**config.mk**
```make
export PLATFORM = sky130hd
export DESIGN_NAME = priority_time_slice_scheduler_top_flat
export DESIGN_NICKNAME = d
export VERILOG_FILES = /design/src/rtl/core/pts_pkg.sv /design/src/rtl/core/pts_rpt_if.sv /design/src/rtl/core/pts_rslt_if.sv /design/src/rtl/core/pts_ctrl.sv /design/src/rtl/core/pts_datapath.sv /design/src/rtl/core/priority_time_slice_scheduler_top.sv /design/src/flat_wrapper.sv
export SDC_FILE = /design/constraint.sdc
export NUM_CORES = 1
export LEC_CHECK = 0
export BUFFER_PORTS_ARGS = -buffer_cell sky130_fd_sc_hd__buf_2
export CAP_MARGIN = 10
export CORE_MARGIN = 2
export CORE_UTILIZATION = 30
export DETAILED_ROUTE_END_ITERATION = 8
export GPL_ROUTABILITY_DRIVEN = 1
export PLACE_DENSITY_LB_ADDON = 0.12
export REMOVE_ABC_BUFFERS = 1
export SLEW_MARGIN = 30
export SYNTH_ARGS = -nofsm -noshare
export SYNTH_HDL_FRONTEND = slang
export SYNTH_SLANG_ARGS = --single-unit
export TNS_END_PERCENT = 10
```
**constraint.sdc**
```tcl
create_clock -name clk -period 13.1 [get_ports clk]
set_input_delay 2.62 -clock clk [delete_from_list [all_inputs] [get_ports clk]]
set_output_delay 2.62 -clock clk [all_outputs]
set_load 0.02 [all_outputs]
```
**src/rtl/core/pts_pkg.sv**
```systemverilog
// shared constants and types of the priority time-slice scheduler
`default_nettype none
package pts_pkg;

	localparam int SOURCES   = 16;
	localparam int SRC_W     = 4;
	localparam int TIME_W    = 32;
	localparam int PRIO_W    = 8;
	localparam int TAG_W     = 16;
	localparam int CFG_IDX_W = 1;

	// configuration register indexes
	localparam logic [CFG_IDX_W-1:0] CFG_TIME_SLICE = 1'd0;
	localparam logic [CFG_IDX_W-1:0] CFG_MIN_SLICE  = 1'd1;

	localparam logic [TIME_W-1:0] TIME_SLICE_RST = 32'd1000;
	localparam logic [TIME_W-1:0] MIN_SLICE_RST  = 32'd0;

	// running candidate of one frame
	typedef struct packed {
		logic              valid;
		logic [PRIO_W-1:0] prio;
		logic [TIME_W-1:0] rtime;
		logic [SRC_W-1:0]  src;
		logic [TAG_W-1:0]  tag;
		logic [TIME_W-1:0] len;
	} cand_t;

	// controller to datapath commands
	typedef struct packed {
		logic load;
		logic decide;
	} cmd_t;

endpackage
`default_nettype wire

```
**src/rtl/core/pts_rpt_if.sv**
```systemverilog
// source report channel
`default_nettype none
interface pts_rpt_if;
	logic                            valid;
	logic                            ready;
	logic [pts_pkg::SRC_W-1:0]       source_index;
	logic                            has_work;
	logic [pts_pkg::TIME_W-1:0]      runnable_time;
	logic [pts_pkg::PRIO_W-1:0]      prio_level;
	logic [pts_pkg::TAG_W-1:0]       trans_tag;
	logic [pts_pkg::TIME_W-1:0]      op_length;
	logic [pts_pkg::TIME_W-1:0]      end_schedule;
	logic                            last_report;

	modport source (
		output valid, source_index, has_work, runnable_time, prio_level,
		       trans_tag, op_length, end_schedule, last_report,
		input  ready
	);
	modport sink (
		input  valid, source_index, has_work, runnable_time, prio_level,
		       trans_tag, op_length, end_schedule, last_report,
		output ready
	);
endinterface
`default_nettype wire

```
**src/rtl/core/pts_rslt_if.sv**
```systemverilog
// scheduling decision channel
`default_nettype none
interface pts_rslt_if;
	logic                       valid;
	logic                       ready;
	logic                       found;
	logic [pts_pkg::SRC_W-1:0]  chosen_source;
	logic [pts_pkg::TAG_W-1:0]  chosen_tag;
	logic                       kept_same;
	logic [pts_pkg::TIME_W-1:0] slice_left;

	modport source (
		output valid, found, chosen_source, chosen_tag, kept_same, slice_left,
		input  ready
	);
	modport sink (
		input  valid, found, chosen_source, chosen_tag, kept_same, slice_left,
		output ready
	);
endinterface
`default_nettype wire

```
**src/rtl/core/pts_ctrl.sv**
```systemverilog
// frame controller: collects reports, then makes the frame's decision
`default_nettype none
module pts_ctrl (
	input  wire logic          clk,
	input  wire logic          arst_n,
	input  wire logic          rpt_valid,
	input  wire logic          rpt_last,
	input  wire logic          rslt_ready,
	output logic               rpt_ready,
	output logic               rslt_valid,
	output pts_pkg::cmd_t      cmd
);

	localparam logic [0:0] ST_COLLECT = 1'b0;
	localparam logic [0:0] ST_DECIDE  = 1'b1;

	logic [0:0] state_q;
	logic [0:0] state_nxt;
	logic       out_valid_q;

	assign rpt_ready  = (state_q == ST_COLLECT);
	assign rslt_valid = out_valid_q;

	always_comb begin
		cmd.load   = rpt_valid && rpt_ready;
		cmd.decide = (state_q == ST_DECIDE) && (!out_valid_q || rslt_ready);
	end

	always_comb begin
		state_nxt = state_q;
		unique case (state_q)
			ST_COLLECT: begin
				if (cmd.load && rpt_last) state_nxt = ST_DECIDE;
			end
			ST_DECIDE: begin
				if (cmd.decide) state_nxt = ST_COLLECT;
			end
			default: state_nxt = ST_COLLECT;
		endcase
	end

	always_ff @(posedge clk or negedge arst_n) begin
		if (!arst_n) begin
			state_q     <= ST_COLLECT;
			out_valid_q <= 1'b0;
		end else begin
			state_q <= state_nxt;
			if (cmd.decide)      out_valid_q <= 1'b1;
			else if (rslt_ready) out_valid_q <= 1'b0;
		end
	end

endmodule
`default_nettype wire

```
**src/rtl/core/pts_datapath.sv**
```systemverilog
// candidate registers, slice bookkeeping and result register
`default_nettype none
module pts_datapath (
	input  wire logic                                clk,
	input  wire logic                                arst_n,
	input  wire pts_pkg::cmd_t                       cmd,
	input  wire logic                                cfg_we,
	input  wire logic [pts_pkg::CFG_IDX_W-1:0]       cfg_index,
	input  wire logic [pts_pkg::TIME_W-1:0]          cfg_wdata,
	input  wire logic [pts_pkg::SRC_W-1:0]           source_index,
	input  wire logic                                has_work,
	input  wire logic [pts_pkg::TIME_W-1:0]          runnable_time,
	input  wire logic [pts_pkg::PRIO_W-1:0]          prio_level,
	input  wire logic [pts_pkg::TAG_W-1:0]           trans_tag,
	input  wire logic [pts_pkg::TIME_W-1:0]          op_length,
	input  wire logic [pts_pkg::TIME_W-1:0]          end_schedule,
	output logic                                     found,
	output logic [pts_pkg::SRC_W-1:0]                chosen_source,
	output logic [pts_pkg::TAG_W-1:0]                chosen_tag,
	output logic                                     kept_same,
	output logic [pts_pkg::TIME_W-1:0]               slice_left
);

	localparam int TW = pts_pkg::TIME_W;

	logic [TW-1:0]                 time_slice_q;
	logic [TW-1:0]                 min_slice_q;
	logic [TW-1:0]                 elapsed_q;
	logic                          prev_valid_q;
	logic [pts_pkg::SRC_W-1:0]     prev_source_q;
	logic                          old_valid_q;
	logic [pts_pkg::TAG_W-1:0]     old_tag_q;
	logic [TW-1:0]                 old_length_q;
	pts_pkg::cand_t                past_q;
	pts_pkg::cand_t                future_q;
	logic                          sticky_valid_q;
	logic [pts_pkg::TAG_W-1:0]     sticky_tag_q;
	logic [TW-1:0]                 sticky_len_q;

	logic                          rpt_ok;
	logic                          is_past;
	logic                          past_win;
	logic                          future_win;
	logic                          sticky_hit;
	pts_pkg::cand_t                cand;

	logic [TW+1:0]                 need;
	logic [TW:0]                   sum;
	logic [TW-1:0]                 sum_sat;
	logic                          keep;
	logic                          sel_found;
	logic [pts_pkg::SRC_W-1:0]     sel_src;
	logic [pts_pkg::TAG_W-1:0]     sel_tag;
	logic [TW-1:0]                 sel_len;
	logic [TW-1:0]                 elapsed_nxt;

	// report compares
	always_comb begin
		rpt_ok     = has_work && (32'(source_index) < pts_pkg::SOURCES);
		is_past    = (runnable_time <= end_schedule);
		past_win   = !past_q.valid || (prio_level < past_q.prio) ||
		             ((prio_level == past_q.prio) && (runnable_time < past_q.rtime));
		future_win = !future_q.valid || (runnable_time < future_q.rtime);
		sticky_hit = rpt_ok && prev_valid_q && (source_index == prev_source_q);
		cand.valid = 1'b1;
		cand.prio  = prio_level;
		cand.rtime = runnable_time;
		cand.src   = source_index;
		cand.tag   = trans_tag;
		cand.len   = op_length;
	end

	// decision
	always_comb begin
		need    = {2'b00, elapsed_q} + {2'b00, old_length_q} + {2'b00, min_slice_q};
		sum     = {1'b0, elapsed_q} + {1'b0, old_length_q};
		sum_sat = sum[TW] ? {TW{1'b1}} : sum[TW-1:0];
		keep    = prev_valid_q && sticky_valid_q &&
		          (!old_valid_q || (sticky_tag_q == old_tag_q) ||
		           ({2'b00, time_slice_q} >= need));

		sel_found = 1'b0;
		sel_src   = '0;
		sel_tag   = '0;
		sel_len   = '0;
		priority if (keep) begin
			sel_found = 1'b1;
			sel_src   = prev_source_q;
			sel_tag   = sticky_tag_q;
			sel_len   = sticky_len_q;
		end else if (past_q.valid) begin
			sel_found = 1'b1;
			sel_src   = past_q.src;
			sel_tag   = past_q.tag;
			sel_len   = past_q.len;
		end else if (future_q.valid) begin
			sel_found = 1'b1;
			sel_src   = future_q.src;
			sel_tag   = future_q.tag;
			sel_len   = future_q.len;
		end

		if (!keep)                                         elapsed_nxt = '0;
		else if (old_valid_q && (sticky_tag_q != old_tag_q)) elapsed_nxt = sum_sat;
		else                                               elapsed_nxt = elapsed_q;
	end

	// configuration
	always_ff @(posedge clk or negedge arst_n) begin
		if (!arst_n) begin
			time_slice_q <= pts_pkg::TIME_SLICE_RST;
			min_slice_q  <= pts_pkg::MIN_SLICE_RST;
		end else if (cfg_we) begin
			unique case (cfg_index)
				pts_pkg::CFG_TIME_SLICE: time_slice_q <= cfg_wdata;
				pts_pkg::CFG_MIN_SLICE:  min_slice_q  <= cfg_wdata;
				default: ;
			endcase
		end
	end

	// frame and scheduling state
	always_ff @(posedge clk or negedge arst_n) begin
		if (!arst_n) begin
			elapsed_q      <= '0;
			prev_valid_q   <= 1'b0;
			prev_source_q  <= '0;
			old_valid_q    <= 1'b0;
			old_tag_q      <= '0;
			old_length_q   <= '0;
			past_q         <= '0;
			future_q       <= '0;
			sticky_valid_q <= 1'b0;
			sticky_tag_q   <= '0;
			sticky_len_q   <= '0;
		end else if (cmd.decide) begin
			elapsed_q      <= elapsed_nxt;
			prev_valid_q   <= sel_found;
			prev_source_q  <= sel_src;
			old_valid_q    <= sel_found;
			old_tag_q      <= sel_tag;
			old_length_q   <= sel_len;
			past_q         <= '0;
			future_q       <= '0;
			sticky_valid_q <= 1'b0;
			sticky_tag_q   <= '0;
			sticky_len_q   <= '0;
		end else if (cmd.load && rpt_ok) begin
			if (sticky_hit) begin
				sticky_valid_q <= 1'b1;
				sticky_tag_q   <= trans_tag;
				sticky_len_q   <= op_length;
			end
			if (is_past && past_win)    past_q   <= cand;
			if (!is_past && future_win) future_q <= cand;
		end
	end

	// result register
	always_ff @(posedge clk) begin
		if (cmd.decide) begin
			found         <= sel_found;
			chosen_source <= sel_src;
			chosen_tag    <= sel_tag;
			kept_same     <= keep;
			slice_left    <= time_slice_q - elapsed_nxt;
		end
	end

endmodule
`default_nettype wire

```
**src/rtl/core/priority_time_slice_scheduler_top.sv**
```systemverilog
// top level of the priority time-slice scheduler
// the last report moves the controller to its decide state, which loads the result register
// reports: one report per cycle while the controller collects; none are taken while it decides
// the decision cycle waits while the previous result has not been taken
// reset: arst_n clears the slice state and frame candidates, time_slice = 1000, min_slice = 0
`default_nettype none
module priority_time_slice_scheduler_top (
	input  wire logic                           clk,
	input  wire logic                           arst_n,
	input  wire logic                           cfg_we,
	input  wire logic [pts_pkg::CFG_IDX_W-1:0]  cfg_index,
	input  wire logic [pts_pkg::TIME_W-1:0]     cfg_wdata,
	pts_rpt_if.sink                             rpt,
	pts_rslt_if.source                          rslt
);

	pts_pkg::cmd_t cmd;

	// controller: report acceptance, decision timing, result valid
	pts_ctrl u_ctrl (
		.clk        (clk),
		.arst_n     (arst_n),
		.rpt_valid  (rpt.valid),
		.rpt_last   (rpt.last_report),
		.rslt_ready (rslt.ready),
		.rpt_ready  (rpt.ready),
		.rslt_valid (rslt.valid),
		.cmd        (cmd)
	);

	// datapath: running best candidates per frame, keep test, elapsed time
	pts_datapath u_dp (
		.clk           (clk),
		.arst_n        (arst_n),
		.cmd           (cmd),
		.cfg_we        (cfg_we),
		.cfg_index     (cfg_index),
		.cfg_wdata     (cfg_wdata),
		.source_index  (rpt.source_index),
		.has_work      (rpt.has_work),
		.runnable_time (rpt.runnable_time),
		.prio_level    (rpt.prio_level),
		.trans_tag     (rpt.trans_tag),
		.op_length     (rpt.op_length),
		.end_schedule  (rpt.end_schedule),
		.found         (rslt.found),
		.chosen_source (rslt.chosen_source),
		.chosen_tag    (rslt.chosen_tag),
		.kept_same     (rslt.kept_same),
		.slice_left    (rslt.slice_left)
	);

	// a frame end transaction blocks reports for the decision cycle
	a_decide_gap: assert property (@(posedge clk) disable iff (!arst_n)
		(rpt.valid && rpt.ready && rpt.last_report) |=> !rpt.ready)
		else $error("report accepted in decision cycle");

	// nothing found means no source, no tag and no keep
	a_not_found: assert property (@(posedge clk) disable iff (!arst_n)
		(rslt.valid && !rslt.found) |->
		(rslt.chosen_source == '0 && rslt.chosen_tag == '0 && !rslt.kept_same))
		else $error("empty decision carries a selection");

	// a decision never replaces a result that is still waiting
	a_result_cause: assert property (@(posedge clk) disable iff (!arst_n)
		cmd.decide |-> (!rslt.valid || rslt.ready))
		else $error("decision overwrote an untaken result");

endmodule
`default_nettype wire
```
**src/flat_wrapper.sv**
```systemverilog
// flat-port wrapper written by rule: the top's interface ports become plain ports
module priority_time_slice_scheduler_top_flat 
  (clk, arst_n, cfg_we, cfg_index, cfg_wdata, rpt_valid, rpt_source_index, rpt_has_work, rpt_runnable_time, rpt_prio_level, rpt_trans_tag, rpt_op_length, rpt_end_schedule, rpt_last_report, rpt_ready, rslt_valid, rslt_found, rslt_chosen_source, rslt_chosen_tag, rslt_kept_same, rslt_slice_left, rslt_ready);
  pts_rpt_if rpt_i ();
  pts_rslt_if rslt_i ();
  input  wire logic clk;
  input  wire logic arst_n;
  input  wire logic cfg_we;
  input  wire logic [pts_pkg::CFG_IDX_W-1:0] cfg_index;
  input  wire logic [pts_pkg::TIME_W-1:0] cfg_wdata;
  input wire logic [$bits(rpt_i.valid)-1:0] rpt_valid;
  input wire logic [$bits(rpt_i.source_index)-1:0] rpt_source_index;
  input wire logic [$bits(rpt_i.has_work)-1:0] rpt_has_work;
  input wire logic [$bits(rpt_i.runnable_time)-1:0] rpt_runnable_time;
  input wire logic [$bits(rpt_i.prio_level)-1:0] rpt_prio_level;
  input wire logic [$bits(rpt_i.trans_tag)-1:0] rpt_trans_tag;
  input wire logic [$bits(rpt_i.op_length)-1:0] rpt_op_length;
  input wire logic [$bits(rpt_i.end_schedule)-1:0] rpt_end_schedule;
  input wire logic [$bits(rpt_i.last_report)-1:0] rpt_last_report;
  output wire logic [$bits(rpt_i.ready)-1:0] rpt_ready;
  output wire logic [$bits(rslt_i.valid)-1:0] rslt_valid;
  output wire logic [$bits(rslt_i.found)-1:0] rslt_found;
  output wire logic [$bits(rslt_i.chosen_source)-1:0] rslt_chosen_source;
  output wire logic [$bits(rslt_i.chosen_tag)-1:0] rslt_chosen_tag;
  output wire logic [$bits(rslt_i.kept_same)-1:0] rslt_kept_same;
  output wire logic [$bits(rslt_i.slice_left)-1:0] rslt_slice_left;
  input wire logic [$bits(rslt_i.ready)-1:0] rslt_ready;
  assign rpt_i.valid = rpt_valid;
  assign rpt_i.source_index = rpt_source_index;
  assign rpt_i.has_work = rpt_has_work;
  assign rpt_i.runnable_time = rpt_runnable_time;
  assign rpt_i.prio_level = rpt_prio_level;
  assign rpt_i.trans_tag = rpt_trans_tag;
  assign rpt_i.op_length = rpt_op_length;
  assign rpt_i.end_schedule = rpt_end_schedule;
  assign rpt_i.last_report = rpt_last_report;
  assign rpt_ready = rpt_i.ready;
  assign rslt_valid = rslt_i.valid;
  assign rslt_found = rslt_i.found;
  assign rslt_chosen_source = rslt_i.chosen_source;
  assign rslt_chosen_tag = rslt_i.chosen_tag;
  assign rslt_kept_same = rslt_i.kept_same;
  assign rslt_slice_left = rslt_i.slice_left;
  assign rslt_i.ready = rslt_ready;
  priority_time_slice_scheduler_top u_core (.clk(clk), .arst_n(arst_n), .cfg_we(cfg_we), .cfg_index(cfg_index), .cfg_wdata(cfg_wdata), .rpt(rpt_i), .rslt(rslt_i));
endmodule
```
* Word-level counts from Yosys, hierarchy flattened
Index checks and enable logic that the tools add are counted.
Word-level totals: logic and storage cells 111, output and inout port bits 56, bits in registers 432
Operators by class: add/sub/neg operators 4, multiplexer cells 35, $lt $le $gt $ge 5, equality and inequality tests 4, bitwise gates (word level) 2, reduce and logical (&&, ||, !) cells 33
Operators by type and width (count):
- two-way mux 93 bit | 6
- two-way mux 32 bit | 9
- two-way mux 16 bit | 6
- adder 32 x 32 -> 33 bit | 2
- less-than comparator 32 bit | 2
- adder 33 x 32 -> 34 bit | 1
- >= comparator 32 x 34 -> 1 bit | 1
- <= comparator 32 bit | 1
- subtractor 32 bit | 1
- equality test 16 bit | 1
- inequality test 16 bit | 1
- logical AND 1 bit | 12
- two-way mux 4 bit | 3
- two-way mux 1 bit | 10
- AND reduction 2 bit | 5
- nonzero test 2 bit | 5
- equality test 8 bit | 1
- less-than comparator 8 bit | 1
- logical OR 1 bit | 6
- logical NOT 1 bit | 5
- equality test 4 bit | 1
- inverter 1 bit | 2
- one-hot mux 1 bit (2 select lines) | 1

* Longest topological paths before layout
depth in word-level cells 7, depth in mapped cells 37

* By module
Synthesis repeated with hierarchy kept, for this count alone.
Second synthesis, totals: cell total of the unflattened synthesis 2649, area total of the unflattened synthesis 26786.9 um2
Modules (own cells, without submodules):
- pts_datapath | area each 26685.6 um2, cells an instance 2641, sequential area each 11038.1 um2, instances 1
- pts_ctrl | area each 101.3 um2, cells an instance 8, sequential area each 50.0 um2, instances 1

* Least setup slack after synthesis
Ideal clock, no wire load.
kind flip-flop to flip-flop, start register u_core.u_dp.elapsed_q[1], end register u_core.u_dp.slice_left[31] in the netlist's numbering, data pin, arrival 7656 ps, slack 5174 ps, clock period less this slack 7926 ps, buffers on the path 1, setup time 269 ps, cell stages (with the launch flop) 36, cell sequence dfrtp_1 -> fa_1 -> ha_1 -> inv_1 -> fa_1 -> nor2b_1 -> o31a_1 -> o31ai_2 -> a21oi_1 -> o21ai_1 -> o21ai_0 -> a21o_1 -> a2111oi_0 -> a311oi_1 -> ha_1 -> a211oi_1 -> o21ai_0 -> a211oi_1 -> nor3_1 -> nor2_1 -> a211o_1 -> o31a_4 -> inv_2 -> buf_2 -> nand2_1 -> o21bai_1 -> ha_1 -> nor2b_1 -> o31a_1 -> or4_1 -> and3_1 -> a221oi_2 -> o211ai_1 -> and3_1 -> nor3_1 -> xor3_1
On the way: cells in the longest elaborated chain, start to end 7, elaborated cells between the ends (all ways) 10
Ends and longest elaborated chain:
- from (decl) | line pts_datapath.sv:28 | logic [TW-1:0] elapsed_q;
- from (signal assigned) | line pts_datapath.sv:137 | elapsed_q <= elapsed_nxt;
- adder 32 x 32 -> 33 bit | line pts_datapath.sv:75 | need = {2'b00, elapsed_q} + {2'b00, old_length_q} + {2'b00, min_slice_q};
- adder 33 x 32 -> 34 bit | line pts_datapath.sv:75
- >= comparator 32 x 34 -> 1 bit | line pts_datapath.sv:80 | ({2'b00, time_slice_q} >= need));
- logical OR 1 bit | line pts_datapath.sv:79 | (!old_valid_q || (sticky_tag_q == old_tag_q) ||
- logical AND 1 bit | line pts_datapath.sv:78 | keep = prev_valid_q && sticky_valid_q &&
- via u_core.u_dp.keep | line pts_datapath.sv:50 | logic keep;
- two-way mux 32 bit | line pts_datapath.sv:103 | if (!keep) elapsed_nxt = '0;
- subtractor 32 bit | line pts_datapath.sv:166 | slice_left <= time_slice_q - elapsed_nxt;
- to (signal assigned) | line pts_datapath.sv:166
- to (decl) | line pts_datapath.sv:21 | output logic [pts_pkg::TIME_W-1:0] slice_left
The timed path passes the listed nets, and every way through them passes these cells. A chain may end at the register's enable or synchronous reset.

* Worst setup path in the final report
start register u_core.u_dp.elapsed_q[1], end register u_core.u_dp.slice_left[31] in the netlist's numbering, data pin
On the way: cells in the longest elaborated chain, start to end 7, elaborated cells between the ends (all ways) 10
Ends and longest elaborated chain (line):
- adder 32 x 32 -> 33 bit | pts_datapath.sv:75, pts_datapath.sv:76
- adder 33 x 32 -> 34 bit | pts_datapath.sv:75
- >= comparator 32 x 34 -> 1 bit | pts_datapath.sv:80
- logical OR 1 bit | pts_datapath.sv:79
- logical AND 1 bit | pts_datapath.sv:78
- two-way mux 32 bit (*) | pts_datapath.sv:103
- subtractor 32 bit (*) | pts_datapath.sv:166
Mark *: on every way between the ends. The rest lies on a longest branch, timed or not.

==> results.md <==
* Reg clk slew, reported paths at 0.06 ns
* Final instance area at 0.0311 mm2
* Final min period at 9.50 ns
* Synth Warn # at 0
* CTS tree: built
* Layout area overhead at 16.1%
* Core box area at 0.0885 mm2
* Netlist cell types at 76
* Hold Path Origin: u_core.u_dp.sticky_len_q[27]
* WHS at 0.518 ns
* Slowest CP cell: a221oi_2
* FF-to-FF Start: u_core.u_dp.elapsed_q[1]
* Synth Area per Inst at 9.98 um2
* R2r setup slk at 3.60 ns
* Ports at 220
* Crit path buf inv count at 2
* Final Slew Violations at 0
* Die Y at 303 um
* H-tree levels at 2
* Starting Density at 30.3%
* Vias in the first global route at 21600
* NetSw at 2.40 mW
* HP Class: flip-flop to flip-flop
* Placement Rows at 109
* Postcts setup bufs at 0
* Post-synth EDFFs at 54
* Max VDD drop at 0.136 mV
* Storage element area at 0.0111 mm2
* CP max stage delay at 0.55 ns
* Fill cell count at 8949
* CTS Buffer Depth at 3
* Area occupied by multi-input gates at 0.0145 mm2
* Critical setup path kind: flip-flop to flip-flop
* Asr flop ratio synth at 87.5%
* Dpl cells at 3981
* Input/output buffers at 219
* P_leak at 15.7 nW
* CTS buffer count at 55
* Critical path required time at 13.44 ns
* Die area at 0.0917 mm2
* Worst EP arrival at 9.85 ns
* Pint at 3.57 mW
* Nets at 3301
* Via count at 20400
* CTS Sinks at 432
* Non-Filler Instances at 4089
* Most frequent CP cell: ha_1
* Post-layout util at 35.1%
* Total power at 5.97 mW
* Status: finished, violations left
* Mapped Cells at 2685
* Hold Vio Cnt, Final at 0
* Crit-path max FO at 16
* CTS root buffer: clkbuf_16
* Netlist Area Pre-Place at 0.0268 mm2
* Die Wd at 303 um
* Hold path endpoint: u_core.u_dp.sticky_len_q[27]
* # hold bufs at CTS at 0
* Post-synth top flop: dfrtp_1
* Sequential fraction of the synthesis area at 41.4%
* CP startpoint kind: flip-flop
* #FFs+latches synth at 432
* FF-to-FF End: u_core.u_dp.slice_left[31]
* Final period utilization at 72.5%
* Clock Skew at 0.0332 ns
* Sequential share of power at 33.3%
* Slew at the pin with the worst max-slew slack at 0.994 ns
* Area post-placement at 0.0292 mm2
* Kind of end point of the critical path: flip-flop
* Drt total wl at 79600 um
* DRC Markers at 24
* Drt pass-1 iters at 9
* Slew headroom at 33.7%
* Setup TNS at 0 ns
* Worst r2r path cells at 34
* Top delay family on crit path: compound AO/OA/AOI/OAI gates
* Total grt overflow at 0
* Hold Path Depth at 2
* Total global-route track usage at 17.4%
* Failing checks: design-rule violations
* FMAX at 105 MHz
* Wire length per cell at 19.5 um
* Resize count post-CTS at 0
* Place WS at 3.71 ns
* Clock Latency Late Sink at 0.63 ns
* GP Congestion at 0.867
* Fin worst setup slack at 3.60 ns
* Fraction of layout cells with a size suffix above 1 at 16.1%
* ANT nets after route at 0
* RSZ-0062 raised after global routing: false
* Switch share at 40.2%
* Power per cell area at 192 mW/mm2
* Final setup fails at 0
* Max cap viols at 0
* First-pass GRT wire length at 124000 um
* Pin count of the biggest net entering global routing at 195
* Initial antenna violation count at 14
* Initial drt markers at 887
* Power share of the clock group at 25.9%
* Comb power frac at 40.7%
* HPWL after DPL at 56200 um
* Vias per cell at 4.99
-- synthesized netlist by cell type (7+ instances only) --
| master | count | share of area, % |
|---|---|---|
| ha_1 | 228 | 11 |
| nand3_1 | 25 | 0.47 |
| a221oi_1 | 33 | 1.1 |
| and3_1 | 18 | 0.42 |
| mux2_4 | 26 | 1.5 |
| nand4_1 | 27 | 0.63 |
| nor3_1 | 23 | 0.43 |
| a22o_1 | 19 | 0.62 |
| o22a_1 | 12 | 0.39 |
| buf_2 | 17 | 0.32 |
| buf_1 | 13 | 0.18 |
| clkbuf_1 | 82 | 1.1 |
| nor2b_1 | 14 | 0.33 |
| a21o_1 | 92 | 2.6 |
| a21oi_1 | 183 | 3.4 |
| fa_1 | 35 | 2.6 |
| dfrtp_1 | 372 | 35 |
| nand2_1 | 367 | 5.1 |
| a31oi_1 | 10 | 0.23 |
| o31ai_1 | 39 | 1.1 |
| and2_1 | 8 | 0.19 |
| mux2_2 | 85 | 3.6 |
| xor2_1 | 34 | 1.1 |
| a211oi_1 | 21 | 0.59 |
| mux2i_1 | 170 | 6.3 |
| o21a_1 | 18 | 0.50 |
| inv_1 | 223 | 3.1 |
| o21ai_0 | 93 | 1.7 |
| o21bai_1 | 33 | 0.92 |
| xnor2_1 | 59 | 1.9 |
| o211ai_1 | 13 | 0.36 |
| nor2_1 | 130 | 1.8 |
| edfxtp_1 | 54 | 6.1 |
| nand2b_1 | 18 | 0.42 |
| nor4_1 | 7 | 0.16 |
-- cells by family (layout without fill, tap and decap cells) --
kind of cell	after synthesis	after routing	synth area share [%]
simple gates	662	662	10.8
compound gates	615	615	15.2
flops	432	432	41.4
buf+inv	338	572	4.87
mux	281	281	11.4
fa+ha+maj	263	263	13.3
xor+xnor	94	94	3.13
other cells	0	5	0
-- cell type report --
cell class	instances	area share, %
multi-input cells	1915	46.5
well taps	1165	4.69
diodes	5	0.0402
flip-flops and latches	432	35.7
clock inverters	13	0.628
clock buffers	89	5.32
repair buffers	246	4.43
inverters	224	2.72
-- power by group through the flow --
stage | registers (mW) | clock network [mW] | logic, mW
6_report | 1.99 | 1.55 | 2.43
5_1_grt | 2.04 | 1.66 | 2.75
4_1_cts | 2.00 | 1.61 | 2.47
3_5_place_dp | 2.02 | 0 | 2.46
3_3_place_gp | 2.01 | 0 | 2.43
2_1_floorplan | 1.99 | 0 | 1.66
-- worst register-to-register path: cells and delay by family, from the launching register on --
| kind | cells | cell delay [ns] |
|---|---|---|
| compound gates | 17 | 4.53 |
| fa+ha+maj | 5 | 1.59 |
| flops | 1 | 0.44 |
| simple gates | 9 | 1.88 |
| buf+inv | 2 | 0.39 |
| xor+xnor | 1 | 0.36 |
-- worst max path at each step --
stage,start,end,depth (start not counted)
final,u_core.u_dp.elapsed_q[1],u_core.u_dp.slice_left[31],34
after global routing,u_core.u_dp.elapsed_q[1],u_core.u_dp.slice_left[31],34
after CTS,u_core.u_dp.elapsed_q[1],u_core.u_dp.slice_left[31],34
after detailed placement,u_core.u_dp.elapsed_q[1],u_core.u_dp.slice_left[31],34
after global placement,u_core.u_dp.elapsed_q[1],u_core.u_dp.slice_left[31],34
after floorplan,rslt_ready,u_core.u_dp.elapsed_q[0],6
-- sequential cells by signal (all words and copies together), names as in the netlist, 4 cells and up --
name / count
u_core.u_dp.chosen_source: 4
u_core.u_dp.chosen_tag: 16
u_core.u_dp.elapsed_q: 32
u_core.u_dp.future_q: 85
u_core.u_dp.min_slice_q: 32
u_core.u_dp.old_length_q: 32
u_core.u_dp.old_tag_q: 16
u_core.u_dp.past_q: 93
u_core.u_dp.prev_source_q: 4
u_core.u_dp.slice_left: 32
u_core.u_dp.sticky_len_q: 32
u_core.u_dp.sticky_tag_q: 16
u_core.u_dp.time_slice_q: 32
-- metal layers --
layer | part of all wire [%] | vias to the layer above | wire [um] | track usage (%)
li1 | - | 9861 | - | -
met1 | 46 | 10000 | 36800 | 23.5
met2 | 47 | 399 | 37100 | 29.0
met3 | 4.3 | 134 | 3440 | 2.58
met4 | 2.7 | 16 | 2120 | 4.89
met5 | 0.11 | - | 89 | 0
-- placed cells by master, fill, tap and decap left out, types with 6 or more instances in the layout --
cell type | synthesis | routed
nand4_1 | 27 | 27
and2_1 | 8 | 8
o21a_1 | 18 | 18
o211ai_1 | 13 | 13
clkbuf_8 | 0 | 15
clkbuf_16 | 0 | 55
xnor2_1 | 59 | 59
a21oi_1 | 183 | 183
dfstp_2 | 6 | 6
xor2_1 | 34 | 34
a22o_1 | 19 | 19
nand2b_1 | 18 | 18
a221oi_1 | 33 | 33
clkinv_2 | 0 | 7
mux2_4 | 26 | 26
dfrtp_1 | 372 | 371
nand2_1 | 367 | 366
nor3_1 | 23 | 23
and3_1 | 18 | 18
buf_4 | 0 | 22
a21o_1 | 92 | 92
o22a_1 | 12 | 12
o21bai_1 | 33 | 33
edfxtp_1 | 54 | 54
nand3_1 | 25 | 25
mux2_2 | 85 | 85
nor2b_1 | 14 | 13
o21ai_0 | 93 | 93
nor4_1 | 7 | 6
nor2_1 | 130 | 127
a31oi_1 | 10 | 10
ha_1 | 228 | 228
o31ai_1 | 39 | 39
clkbuf_1 | 82 | 19
mux2i_1 | 170 | 170
fa_1 | 35 | 35
inv_1 | 223 | 222
a211oi_1 | 21 | 21
buf_2 | 17 | 218
(Power assumes the default switching activity.)
